File: src/pftg_pkg.sv
// Shared types, constants and hash functions for the packet filter tag generator.
`timescale 1ns / 1ps

package pftg_pkg;

	localparam int unsigned HASH_BYTES = 18;

	localparam logic [63:0] FNV_OFFSET = 64'hCBF2_9CE4_8422_2325;

	// short tag fold constants
	localparam logic [7:0] S0_XOR = 8'd193;
	localparam logic [7:0] S1_XOR = 8'd113;

	// long tag byte offsets and select values
	localparam logic [7:0] T0_OFS  = 8'd42;
	localparam logic [7:0] T1_OFS  = 8'd200;
	localparam logic [7:0] T2_OFS  = 8'd5;
	localparam logic [7:0] T4_OFS  = 8'd78;
	localparam logic [7:0] T5_OFS  = 8'd96;
	localparam logic [7:0] T6_OFS  = 8'd100;
	localparam logic [7:0] T7_ONE  = 8'd7;
	localparam logic [7:0] T7_ZERO = 8'd79;
	localparam logic [7:0] T8_ONE  = 8'd83;
	localparam logic [7:0] T8_ZERO = 8'd37;
	localparam logic [7:0] T9_OFS  = 8'd124;
	localparam logic [7:0] T10_OFS = 8'd175;
	localparam logic [7:0] T11_OFS = 8'd33;
	localparam logic [7:0] T12_SEL0 = 8'd97;
	localparam logic [7:0] T12_SEL1 = 8'd5;
	localparam logic [7:0] T12_SEL2 = 8'd43;
	localparam logic [7:0] T12_SEL3 = 8'd13;
	localparam logic [7:0] T13_OFS = 8'd210;
	localparam logic [7:0] T14_OFS = 8'd17;

	typedef logic [1:0] sel_t;
	localparam sel_t SEL_0 = 2'd0;
	localparam sel_t SEL_1 = 2'd1;
	localparam sel_t SEL_2 = 2'd2;
	localparam sel_t SEL_3 = 2'd3;

	typedef struct packed {
		logic [63:0] hash;
		logic [31:0] src;
		logic [31:0] dst;
		logic [15:0] len;
		logic [15:0] stag;
	} stage_t;

	// one FNV-1a round; the prime 2^40 + 0x1B3 is a sum of shifted copies
	function automatic logic [63:0] fnv_step(input logic [63:0] h, input logic [7:0] b);
		logic [63:0] x;
		begin
			x = h ^ {56'd0, b};
			fnv_step = x + (x << 1) + (x << 4) + (x << 5) + (x << 7) + (x << 8)
				+ (x << 40);
		end
	endfunction

	function automatic logic [15:0] short_tag_f(input logic [31:0] src,
			input logic [31:0] dst, input logic [15:0] len);
		logic [11:0] sum;
		logic [7:0]  s0;
		logic [7:0]  s1;
		begin
			sum = 12'(src[7:0]) + 12'(src[15:8]) + 12'(src[23:16]) + 12'(src[31:24])
				+ 12'(dst[7:0]) + 12'(dst[15:8]) + 12'(dst[23:16]) + 12'(dst[31:24])
				+ 12'(len[7:0]) + 12'(len[15:8]);
			s0 = 8'd1 | (sum[7:0] ^ {4'd0, sum[11:8]} ^ S0_XOR);
			s1 = 8'd1 | (~s0 ^ S1_XOR);
			short_tag_f = {s1, s0};
		end
	endfunction

endpackage

File: src/pftg_tag_out.sv
// Output stage: maps the final hash onto the long tag bytes and holds the result.
`timescale 1ns / 1ps

module pftg_tag_out (
	input  logic              clk,
	input  logic              arst_n,
	input  logic              up_valid,
	output logic              up_ready,
	input  pftg_pkg::stage_t  up_data,
	output logic              out_valid,
	input  logic              out_ready,
	output logic [15:0]       short_tag,
	output logic [63:0]       long_tag_low,
	output logic [55:0]       long_tag_high
);

	logic        valid_q;
	logic [15:0] stag_q;
	logic [63:0] low_q;
	logic [55:0] high_q;
	logic [63:0] h;
	logic [7:0]  t [15];

	assign h = up_data.hash;

	always_comb begin
		t[0]  = 8'(h[55:54]) + pftg_pkg::T0_OFS;
		t[1]  = 8'(h[28:24]) + pftg_pkg::T1_OFS;
		t[2]  = 8'(h[23:18]) + pftg_pkg::T2_OFS;
		t[3]  = h[7:0];
		t[4]  = 8'(h[17:16]) + pftg_pkg::T4_OFS;
		t[5]  = 8'(h[38:32]) + pftg_pkg::T5_OFS;
		t[6]  = 8'(h[15:10]) + pftg_pkg::T6_OFS;
		t[7]  = h[56] ? pftg_pkg::T7_ONE : pftg_pkg::T7_ZERO;
		t[8]  = h[39] ? pftg_pkg::T8_ONE : pftg_pkg::T8_ZERO;
		t[9]  = 8'(h[42:40]) + pftg_pkg::T9_OFS;
		t[10] = 8'(h[15:13]) + pftg_pkg::T10_OFS;
		t[11] = 8'(h[53:48]) + pftg_pkg::T11_OFS;
		unique case (h[9:8])
			pftg_pkg::SEL_0: t[12] = pftg_pkg::T12_SEL0;
			pftg_pkg::SEL_1: t[12] = pftg_pkg::T12_SEL1;
			pftg_pkg::SEL_2: t[12] = pftg_pkg::T12_SEL2;
			default:         t[12] = pftg_pkg::T12_SEL3;
		endcase
		t[13] = 8'(h[47:43]) + pftg_pkg::T13_OFS;
		t[14] = 8'(h[63:57]) + pftg_pkg::T14_OFS;
	end

	assign up_ready = !valid_q || out_ready;

	always_ff @(posedge clk or negedge arst_n) begin
		if (!arst_n) begin
			valid_q <= 1'b0;
		end else if (up_ready) begin
			valid_q <= up_valid;
		end
	end

	always_ff @(posedge clk) begin
		if (up_ready && up_valid) begin
			stag_q <= up_data.stag;
			low_q  <= {t[7], t[6], t[5], t[4], t[3], t[2], t[1], t[0]};
			high_q <= {t[14], t[13], t[12], t[11], t[10], t[9], t[8]};
		end
	end

	assign out_valid     = valid_q;
	assign short_tag     = stag_q;
	assign long_tag_low  = low_q;
	assign long_tag_high = high_q;

endmodule

File: config.mk
export PLATFORM = sky130hd
export DESIGN_NAME = pftg_tag_out
export DESIGN_NICKNAME = d
export VERILOG_FILES = /design/src/pftg_pkg.sv /design/src/pftg_tag_out.sv
export SDC_FILE = /design/constraint.sdc
export NUM_CORES = 1
export LEC_CHECK = 0
export BUFFER_PORTS_ARGS = -buffer_cell sky130_fd_sc_hd__buf_2
export CAP_MARGIN = 15
export CELL_PAD_IN_SITES_DETAIL_PLACEMENT = 0
export CELL_PAD_IN_SITES_GLOBAL_PLACEMENT = 1
export CORE_MARGIN = 8
export CORE_UTILIZATION = 31
export DETAILED_ROUTE_END_ITERATION = 8
export PLACE_DENSITY_LB_ADDON = 0.1
export SYNTH_ARGS = -nofsm -noshare
export SYNTH_HDL_FRONTEND = slang
export SYNTH_SLANG_ARGS = --single-unit
File: constraint.sdc
create_clock -name clk -period 5.05 [get_ports clk]
set_input_delay 0.7575 -clock clk [delete_from_list [all_inputs] [get_ports clk]]
set_output_delay 0.7575 -clock clk [all_outputs]
set_load 0.05 [all_outputs]
==> run summary <==
ROUTE
----------------------------------------------------------------------------------------------------
1st-pass router iterations                                                                         4
Drt drc                                                                                            0
Wire per inst                                                                                15.7 um
Vias per std cell                                                                               3.96
Overall via count from detail_route                                                             2197
Detailed-route wire length                                                                   8.72 mm
Starting DRC count in detailed routing                                                            87
Post-route ant nets                                                                                0

CELLS AND AREA
----------------------------------------------------------------------------------------------------
Antenna cell count                                                                                 0
Layout fillers                                                                                  1169
Core utilization of the finished layout                                                        42.1%
Commonest non-fill, non-tap cell in the layout                                                 buf_2
Relative area change from synthesis to final layout                                            33.3%
Nets                                                                                             577
Share of final-layout standard cells stronger than drive strength 1                            50.7%
Commonest cells after routing, fill and taps aside                                      buf_2, edfxtp_1, conb_1, inv_1, ha_1

RUN
----------------------------------------------------------------------------------------------------
Max capacitance violation total                                                                    0

TIMING
----------------------------------------------------------------------------------------------------
Worst Slack Setup Final                                                                      2780 ps
Shortest period the worst path allows                                                        2270 ps
Least-Margin Pin Slew                                                                         918 ps
Final period util                                                                              44.9%
Number of pins with negative max-slew slack in the final report                                    0
Max_slew headroom                                                                              38.8%
Unrepaired setup endpoints after global routing                                                   no
Setup violators final                                                                              0
Final Skew                                                                                   5.14 ps
Final Hold Violating Endpoints                                                                     0
Setup TNS                                                                                       0 ps
FMAX                                                                                       0.441 GHz

SETUP PATH
----------------------------------------------------------------------------------------------------
Critical R2R Capture                                                                    long_tag_high[9]
Crit Reg-Reg Startpoint                                                                    out_valid
Element type at the critical path start                                                 primary input
Required time reported for the critical path endpoint                                        5050 ps
Critical Path AT                                                                             2270 ps
Largest fanout on the critical path                                                               70
Worst Setup Path Type                                                                      in -> reg
Capture point of the worst path                                                         long_tag_high[9]
Reg2Reg Depth                                                                                      3
Worst reg2reg setup slack                                                                    2920 ps
First element of the critical path                                                         out_ready
Crit. End Element                                                                          flip-flop

GRT
----------------------------------------------------------------------------------------------------
Maximum number of pins on one net before global-route repair                                      71
GRT Residual Overflow                                                                              0
Global Route Usage Sum                                                                         10.9%
Wire length of the first global-routing pass                                                 13.1 mm
Vias in the first global route                                                                  2421
Antenna violations before repair                                                                   0

CLOCK TREE
----------------------------------------------------------------------------------------------------
Clk sinks                                                                                         98
Buffer cell driving the clock tree root                                                    clkbuf_16
Number of setup buffers added after CTS                                                            0
Later-pin clock latency in the skew report                                                    340 ps
Maximum clock insertion buffer count                                                               2
Clock-pin slew reported for the worst setup and hold paths after clock tree synthesis          70 ps
CTS H-tree depth                                                                                   3
Cells resized by post-CTS repair                                                                   0
CTS Buf Count                                                                                      9
CTS tree                                                                                       built
Post-cts hold buffer count                                                                         0

YOSYS
----------------------------------------------------------------------------------------------------
Post-synthesis register bit count                                                                 98
Count of cell types in the netlist                                                                24
Warning count from the yosys run                                                                   0
Combined area of all synthesized cells                                                     3760 um^2
Yosys top cell by area                                                                      edfxtp_1
Largest cells by area after synthesis                                                   edfxtp_1, buf_4, ha_1
Cells after Synth                                                                                216
Portion of the post-synthesis area used by sequential elements                                 78.1%
Avg Inst Size Synth                                                                        17.4 um^2
Fraction of post-synthesis cell area in the top cell type by area                              77.4%

FLOORPLANNING
----------------------------------------------------------------------------------------------------
Placement row count                                                                               40
Number of ports placed on the die boundary                                                       302
Vertical extent of the die                                                                    126 um
Area enclosed by the die boundary                                                         15900 um^2
Die Wd                                                                                        126 um
Core Area                                                                                 11900 um^2
Starting utilization of the core area                                                          31.6%

PWR
----------------------------------------------------------------------------------------------------
Total power                                                                                  2.05 mW
Power density relative to cell area                                                      409 nW/um^2
Reported leakage power                                                                       2.24 nW
Maximum vdd ir drop                                                                           128 uV

PLACE
----------------------------------------------------------------------------------------------------
Total half-perimeter wirelength after legalization and detailed placement                    6.87 mm
Number of buffer cells added on primary ports                                                    189
Final weighted congestion of routability-driven global placement                               0.745
Worst setup slack before clock tree synthesis                                                2390 ps

WORST HOLD PATH
----------------------------------------------------------------------------------------------------
Classification of the worst-slack hold path                                              in -> async

OUTCOME
----------------------------------------------------------------------------------------------------
Run status                                                                              finished clean

per-layer routing:
| metal | vias up | part of all wire, % | track usage (%) |
|---|---|---|---|
| met5 | - | 0 | 0 |
| met2 | 135 | 45 | 16.6 |
| met4 | 0 | 1.9 | 6.16 |
| met1 | 988 | 40 | 11.5 |
| met3 | 10 | 13 | 6.33 |
| li1 | 1064 | - | - |
state kept, by name (all words and copies together), names as in the netlist:
name           flops
short_tag         16
out_valid          1
long_tag_high     37
long_tag_low      44
worst min-delay path by stage:
stage              start        end  slack (ps)  cells past startpoint
3_3_place_gp   out_valid  out_valid         510                      2
4_1_cts           arst_n  out_valid         160                      1
5_1_grt           arst_n  out_valid         170                      1
2_1_floorplan     arst_n  out_valid         460                      0
3_5_place_dp   out_valid  out_valid         530                      2
6_report          arst_n  out_valid         180                      1
cell type report:
cell class	instances	area, um^2	area share, %
sequential	98	2940	58.6
timing repair buffer	190	953	19.0
multi-input combinational	82	544	10.9
clock buffer	11	233	4.64
tap	147	184	3.67
inverter	22	82.6	1.65
clock inverter	5	78.8	1.57
where the power goes:
part / total (mW) / switching (mW) / leakage, nW / internal (mW)
logic: 0.369 / 0.298 / 1.16 / 0.0712
clock network: 0.718 / 0.285 / 0.143 / 0.433
registers: 0.965 / 0.0101 / 0.934 / 0.955
total: 2.05 / 0.592 / 2.24 / 1.46
logic make-up after synthesis:
family          Yosys count  synth area share, %
xor+xnor                 17                 3.96
compound gates            8                 1.63
buf+inv                  63                 10.2
flops                    98                 78.1
simple gates             18                 2.59
fa+ha+maj                10                 3.33
other cells               2                0.200
per-stage QoR:
step | instances | area [um^2] | hold slack (ps)
5_1_grt | 555 | 5010 | 169
3_5_place_dp | 539 | 4700 | 526
6_report | 555 | 5010 | 181
2_1_floorplan | 243 | 3860 | 462
3_3_place_gp | 539 | 4700 | 508
4_1_cts | 555 | 5010 | 162
synth_stat cells (all sizes together):
cell	count
a21o	2
a21oi	2
a41o	1
and2	1
and3	3
buf	39
clkbuf	2
conb	2
dfrtp	1
edfxtp	97
ha	10
inv	22
nand2	3
nand2b	2
nand3	5
nor2	2
nor2b	1
nor3	1
o2111a	1
o21ai	2
xnor2	9
xor2	8
critical path, cell delays in order:
cell and delay (ps):
buf_2 70, nand2b_1 140, and2_4 760, buf_4 480
Note: power is estimated with default switching activity, not from simulation.
