[config.mk]
export PLATFORM = sky130hd
export DESIGN_NAME = pftg_fnv_step
export DESIGN_NICKNAME = d
export VERILOG_FILES = /design/src/pftg_pkg.sv /design/src/pftg_fnv_step.sv
export SDC_FILE = /design/constraint.sdc
export NUM_CORES = 1
export LEC_CHECK = 0
export BUFFER_PORTS_ARGS = -buffer_cell sky130_fd_sc_hd__buf_2
export CAP_MARGIN = 20
export CORE_MARGIN = 2
export CORE_UTILIZATION = 30
export CTS_BUF_LIST = sky130_fd_sc_hd__clkbuf_4 sky130_fd_sc_hd__clkbuf_8 sky130_fd_sc_hd__clkbuf_16
export DETAILED_ROUTE_END_ITERATION = 6
export HOLD_SLACK_MARGIN = 0.08
export PLACE_DENSITY = 0.56
export SLEW_MARGIN = 15
export SYNTH_ARGS = -nofsm -noshare
export SYNTH_HDL_FRONTEND = slang
export SYNTH_SLANG_ARGS = --single-unit
[constraint.sdc]
create_clock -name clk -period 5.04 [get_ports clk]
set_input_delay 0.756 -clock clk [delete_from_list [all_inputs] [get_ports clk]]
set_output_delay 0.756 -clock clk [all_outputs]
set_load 0.03 [all_outputs]
[src/pftg_pkg.sv]
// Shared types, constants and hash functions for the packet filter tag generator.
`timescale 1ns / 1ps

package pftg_pkg;

	localparam int unsigned HASH_BYTES = 18;

	localparam logic [63:0] FNV_OFFSET = 64'hCBF2_9CE4_8422_2325;

	// short tag fold constants
	localparam logic [7:0] S0_XOR = 8'd193;
	localparam logic [7:0] S1_XOR = 8'd113;

	// long tag byte offsets and select values
	localparam logic [7:0] T0_OFS  = 8'd42;
	localparam logic [7:0] T1_OFS  = 8'd200;
	localparam logic [7:0] T2_OFS  = 8'd5;
	localparam logic [7:0] T4_OFS  = 8'd78;
	localparam logic [7:0] T5_OFS  = 8'd96;
	localparam logic [7:0] T6_OFS  = 8'd100;
	localparam logic [7:0] T7_ONE  = 8'd7;
	localparam logic [7:0] T7_ZERO = 8'd79;
	localparam logic [7:0] T8_ONE  = 8'd83;
	localparam logic [7:0] T8_ZERO = 8'd37;
	localparam logic [7:0] T9_OFS  = 8'd124;
	localparam logic [7:0] T10_OFS = 8'd175;
	localparam logic [7:0] T11_OFS = 8'd33;
	localparam logic [7:0] T12_SEL0 = 8'd97;
	localparam logic [7:0] T12_SEL1 = 8'd5;
	localparam logic [7:0] T12_SEL2 = 8'd43;
	localparam logic [7:0] T12_SEL3 = 8'd13;
	localparam logic [7:0] T13_OFS = 8'd210;
	localparam logic [7:0] T14_OFS = 8'd17;

	typedef logic [1:0] sel_t;
	localparam sel_t SEL_0 = 2'd0;
	localparam sel_t SEL_1 = 2'd1;
	localparam sel_t SEL_2 = 2'd2;
	localparam sel_t SEL_3 = 2'd3;

	typedef struct packed {
		logic [63:0] hash;
		logic [31:0] src;
		logic [31:0] dst;
		logic [15:0] len;
		logic [15:0] stag;
	} stage_t;

	// one FNV-1a round; the prime 2^40 + 0x1B3 is a sum of shifted copies
	function automatic logic [63:0] fnv_step(input logic [63:0] h, input logic [7:0] b);
		logic [63:0] x;
		begin
			x = h ^ {56'd0, b};
			fnv_step = x + (x << 1) + (x << 4) + (x << 5) + (x << 7) + (x << 8)
				+ (x << 40);
		end
	endfunction

	function automatic logic [15:0] short_tag_f(input logic [31:0] src,
			input logic [31:0] dst, input logic [15:0] len);
		logic [11:0] sum;
		logic [7:0]  s0;
		logic [7:0]  s1;
		begin
			sum = 12'(src[7:0]) + 12'(src[15:8]) + 12'(src[23:16]) + 12'(src[31:24])
				+ 12'(dst[7:0]) + 12'(dst[15:8]) + 12'(dst[23:16]) + 12'(dst[31:24])
				+ 12'(len[7:0]) + 12'(len[15:8]);
			s0 = 8'd1 | (sum[7:0] ^ {4'd0, sum[11:8]} ^ S0_XOR);
			s1 = 8'd1 | (~s0 ^ S1_XOR);
			short_tag_f = {s1, s0};
		end
	endfunction

endpackage

[src/pftg_fnv_step.sv]
// One pipeline stage: hashes one byte into the running FNV-1a value.
`timescale 1ns / 1ps

module pftg_fnv_step (
	input  logic              clk,
	input  logic              arst_n,
	input  logic              up_valid,
	output logic              up_ready,
	input  pftg_pkg::stage_t  up_data,
	input  logic [7:0]        up_byte,
	output logic              dn_valid,
	input  logic              dn_ready,
	output pftg_pkg::stage_t  dn_data
);

	logic             valid_q;
	pftg_pkg::stage_t data_q;

	assign up_ready = !valid_q || dn_ready;

	always_ff @(posedge clk or negedge arst_n) begin
		if (!arst_n) begin
			valid_q <= 1'b0;
		end else if (up_ready) begin
			valid_q <= up_valid;
		end
	end

	always_ff @(posedge clk) begin
		if (up_ready && up_valid) begin
			data_q <= {pftg_pkg::fnv_step(up_data.hash, up_byte), up_data.src, up_data.dst,
				up_data.len, up_data.stag};
		end
	end

	assign dn_valid = valid_q;
	assign dn_data  = data_q;

endmodule

==> impl_summary.md <==
Power and ir drop
Cell internal power was estimated by the tool at 10.16 mW. The portion of total power attributed to sequential cells is 12.8%. In this run switching power makes up 44.84% of total power. The power density over cell area is 823.5 mW/mm^2.

The combinational share of power is 80.3%. The maximum vdd drop is 0.0004304 V. Summed over all cells, the static leakage comes to 10.78 nW. The net load switching power is 8.259 mW. The clock network accounts for 6.9% of the total power.

Critical path
The largest fanout of any net on the critical path is 4. In this design, the largest share of critical-path delay is due to adder cells. The startpoint of the worst-slack reg-to-reg timing path is dn_valid. The number of cells on the worst reg-to-reg path is 3. Walking the worst path, the cells encountered are buf_8 > clkinvlp_4 > fa_1 > inv_1 > fa_1 > fa_1 > inv_2 > fa_1 > inv_2 > ha_4 > a21oi_2 > o21bai_1 > a21o_1 > a2111oi_2 > o211ai_1 > a22oi_2 > o211ai_1 > a21oi_2 > o21ai_2 > xnor2_1. Data on the critical path is required at its endpoint by 5.25 ns.

Data arrives at the worst endpoint at 5.27 ns. The number of buffers and inverters on the critical path is 5. The most used cell along the critical path is sky130_fd_sc_hd__fa_1. The cell at the slowest stage of the critical path is sky130_fd_sc_hd__fa_1. STA classifies the critical path endpoint as a flip-flop. The worst-case register-to-register setup slack is 3.26 ns. The largest stage delay on the critical path is 0.55 ns. The kind of launch point of the worst setup path is an input pin. The worst register-to-register path ends at dn_data[5]. The kind of critical path is in2reg.

Global routing
For this run, the total global-route usage over all layers was measured as 16.47%. The initial antenna violation count is 4. The total overflow left after global routing is 0. The via count of the first global-routing pass is 12309.

The first-pass GRT wire length is 66920 um. Entering global routing, the biggest net connects 161 pins.

Drt
The wire length per cell is 16.17 um. The mean number of vias per cell is 4.309. The detailed router placed 11599 vias in this run.

The detailed router's first-iteration violation count is 397. The number of nets with antenna violations after routing is 0. The post-detailed-routing wire length is 43530 um. The first detailed-routing pass took 5 iterations.

In the routed design, unresolved DRC markers number 0.

STA
The time the worst path needs with I/O delays and setup is 5.064 ns. The final setup violation count is 1. Setup repair after global routing could not meet its margin everywhere. Across the routed clock network, the largest skew measured is 0.01965 ns.

The final critical path takes up 100.5% of the cycle. The maximum frequency from static timing analysis is 0.1975 GHz. The smallest hold slack is 0.4769 ns. The transition time of the tightest slew-check pin is 0.9158 ns. The tightest slew margin relative to the limit is 38.95%.

The final sum of negative setup slack is -0.02412 ns. The number of slew-limit violations in the final report was 0. The final hold violation count came to 0. The post-layout worst setup margin is -0.02412 ns.

Yosys
For this run, the register share of the synthesized area comes to 31.34%. After Yosys synthesis, XOR and XNOR cells account for 4.489% of the synthesized area. In the synthesized netlist the dominant register cell turns out to be sky130_fd_sc_hd__edfxtp_1.

The number of nets in the synthesized netlist is 1854. The mean post-synth cell area is 11.61 sq um. The multiplexer share of the synthesized area is 0%.

The count of warnings emitted by yosys is 0. By area, the combinational part of the netlist is dominated by adder cells. The mapped netlist covers 0.01541 sq mm.

After Yosys synthesis, full adders, half adders and majority gates account for 40.75% of the synthesized area. The number of flops mapped to enable cells by yosys is 160. Synthesis handed over a netlist of 1327 instances. The synthesized netlist devotes 9.198% of its cell area to compound gates. Synthesis inferred 161 register bits.

The async set-reset flop share out of synthesis is 0.6211%. Counting distinct cell types in the post-synthesis netlist gives 66. After Yosys synthesis, and, or, nand and nor cells account for 4.230% of the synthesized area.

Die
Once the floorplan was initialized, standard cells occupied 30.16% of the core. The die span in y is 230.7 um. 334 I/O pins were placed. The die area is 0.05320 sq mm.

The x dimension of the die is 230.7 um. The standard cell core area is 0.05109 sq mm. In this run the core area contains 83 standard-cell rows.

Clock tree
After clock tree synthesis, the clock-pin slew on the worst setup and hold paths is 0.08 ns. In this run, CTS created clock tree buffers numbering 17. The CTS H-tree depth is 4. The later pin in the worst-skew pair is clocked with a latency of 0.46 ns. TritonCTS built the clock tree. The clock sink count is 161. Clock tree synthesis selected as its root buffer the cell sky130_fd_sc_hd__clkbuf_16.

Counting along the longest clock path gives a buffer depth of 2.

Finish
The fill cell instance count of the final layout is 4918. The layout overhead on the synthesized area is 45.10%. Leaving out filler cells and counting taps, the final layout contains 2692.

The fraction of layout instances using a drive strength above 1 is 43.29%. In the final layout, flip-flops and latches occupy 0.004830 sq mm. 0 antenna diodes ended up in the layout.

The multi-input combinational cells in the finished layout cover a total of 0.01011 sq mm. In the final design database the tool counted 2526 nets.

Run
The max-capacitance violation count is 0.

Placed design
Routability-driven placement finished with a final weighted congestion of 0.8413. The sum of net half-perimeters after detailed placement is 36960 um. The instance count after placement with tap cells included is 2607. The number of input and output port buffers inserted is 333.

Worst hold path
The worst hold path belongs to the class in2reg. The startpoint identified for the worst hold timing path is up_data[22]. Along the worst hold path, the cell count comes to 1. The path with the worst hold slack has its endpoint at dn_data[22].

Outcome
The final reports fail on setup timing. The run finished, with violations left.
-- stage by stage --
stage / area [sq um] / utilization, % / total power [mW] / setup WS (ns)
after floorplan: 15850 / - / 10.35 / -0.1387
after global placement: 20540 / 40.19 / 15.46 / -0.6362
after detailed placement: 20540 / 40.19 / 15.56 / -0.6858
after CTS: 21330 / 41.75 / 17.24 / -0.01055
after global routing: 22360 / 43.77 / 20.01 / -0.1561
final: 22360 / 43.77 / 18.42 / -0.02412
-- area by class of cell --
type / instances / area share [%]
multi-input cells: 758 / 45.22
flip-flops and latches: 161 / 21.60
repair buffers: 662 / 19.93
inverters: 399 / 6.949
well taps: 680 / 3.804
clock buffers: 19 / 1.969
clock inverters: 13 / 0.5259
-- Yosys cell counts (all sizes together), types with 3 or more instances --
| cell | instances | area (sq um) |
|---|---|---|
| nor3 | 9 | 45.04 |
| o21bai | 9 | 71.32 |
| nor2 | 30 | 117.6 |
| o41ai | 3 | 60.06 |
| a21o | 36 | 270.3 |
| xor2 | 24 | 210.2 |
| ha | 110 | 1376 |
| and4 | 3 | 28.78 |
| o21a | 8 | 60.06 |
| a21boi | 4 | 30.03 |
| nand2 | 36 | 135.1 |
| a211oi | 6 | 75.07 |
| a22oi | 3 | 27.52 |
| a21oi | 59 | 302.8 |
| clkbuf | 5 | 20.01 |
| a31oi | 6 | 37.54 |
| o21ai | 37 | 230.2 |
| and3 | 6 | 38.79 |
| nand3 | 11 | 55.05 |
| nand4 | 10 | 68.81 |
| o31ai | 6 | 73.82 |
| edfxtp | 160 | 4805 |
| nor2b | 4 | 25.02 |
| fa | 245 | 4905 |
| xnor2 | 55 | 481.7 |
| nand2b | 9 | 56.30 |
| o211ai | 4 | 30.03 |
| buf | 4 | 22.52 |
| and2 | 4 | 25.02 |
| inv | 399 | 1498 |
-- routing by layer --
metal,vias up,GRT usage (%),part of all wire [%]
li1,5532,-,-
met1,5717,21.35,44
met2,304,28.75,50
met3,38,2.890,4.9
met4,8,3.548,1.3
met5,-,0,0.14
-- what timing repair did --
item / in CTS / in global routing
hold buffers: 1 / 0
hold endpoints to repair: 1 / 0
pin swaps: 16 / 63
setup buffers: 9 / 44
resized for setup: 25 / 135
endpoints found under the setup margin: 19 / 27
-- cell families (layout without fill, tap and decap cells) --
| family | after synthesis | in the layout |
|---|---|---|
| AOI/OAI and AO/OA | 195 | 195 |
| xor gates and xnor gates | 79 | 79 |
| adders and majority gates | 355 | 355 |
| buffers and inverters | 408 | 1093 |
| DFF | 161 | 161 |
| and+or+nand+nor | 129 | 129 |
-- cell usage in the layout, fill, tap and decap left out, types with 27 or more instances in the layout --
cell,synthesis,layout
sky130_fd_sc_hd__inv_1,399,369
sky130_fd_sc_hd__buf_2,3,326
sky130_fd_sc_hd__buf_4,1,293
sky130_fd_sc_hd__fa_1,245,239
sky130_fd_sc_hd__edfxtp_1,160,160
sky130_fd_sc_hd__ha_1,110,66
sky130_fd_sc_hd__xnor2_1,55,50
sky130_fd_sc_hd__ha_4,0,41
sky130_fd_sc_hd__a21o_1,36,36
sky130_fd_sc_hd__a21oi_1,57,36
sky130_fd_sc_hd__nand2_1,36,30
sky130_fd_sc_hd__nor2_1,28,27
-- worst max path at each step --
| stage | start | to | slack (ns) | depth (start not counted) |
|---|---|---|---|---|
| floorplan | up_data[119] | dn_data[153] | -0.14 | 20 |
| global placement | up_data[117] | dn_data[156] | -0.64 | 19 |
| detailed placement | up_data[129] | dn_data[156] | -0.69 | 22 |
| CTS | up_byte[3] | dn_data[159] | -0.01 | 22 |
| global route | up_data[136] | dn_data[148] | -0.16 | 22 |
| finish | up_data[128] | dn_data[159] | -0.02 | 20 |
-- registers in the layout, summed over array words and instances, names as in the netlist --
register,cells
dn_data,160
dn_valid,1
-- power groups by stage --
stage / Combinational, mW / Sequential (mW) / Clock, mW
floorplan: 7.35 / 3.00 / 0
global placement: 13.1 / 2.39 / 0
detailed placement: 13.2 / 2.40 / 0
CTS: 13.5 / 2.37 / 1.34
global route: 16.2 / 2.39 / 1.37
finish: 14.8 / 2.35 / 1.28
(Power assumes the default switching activity.)
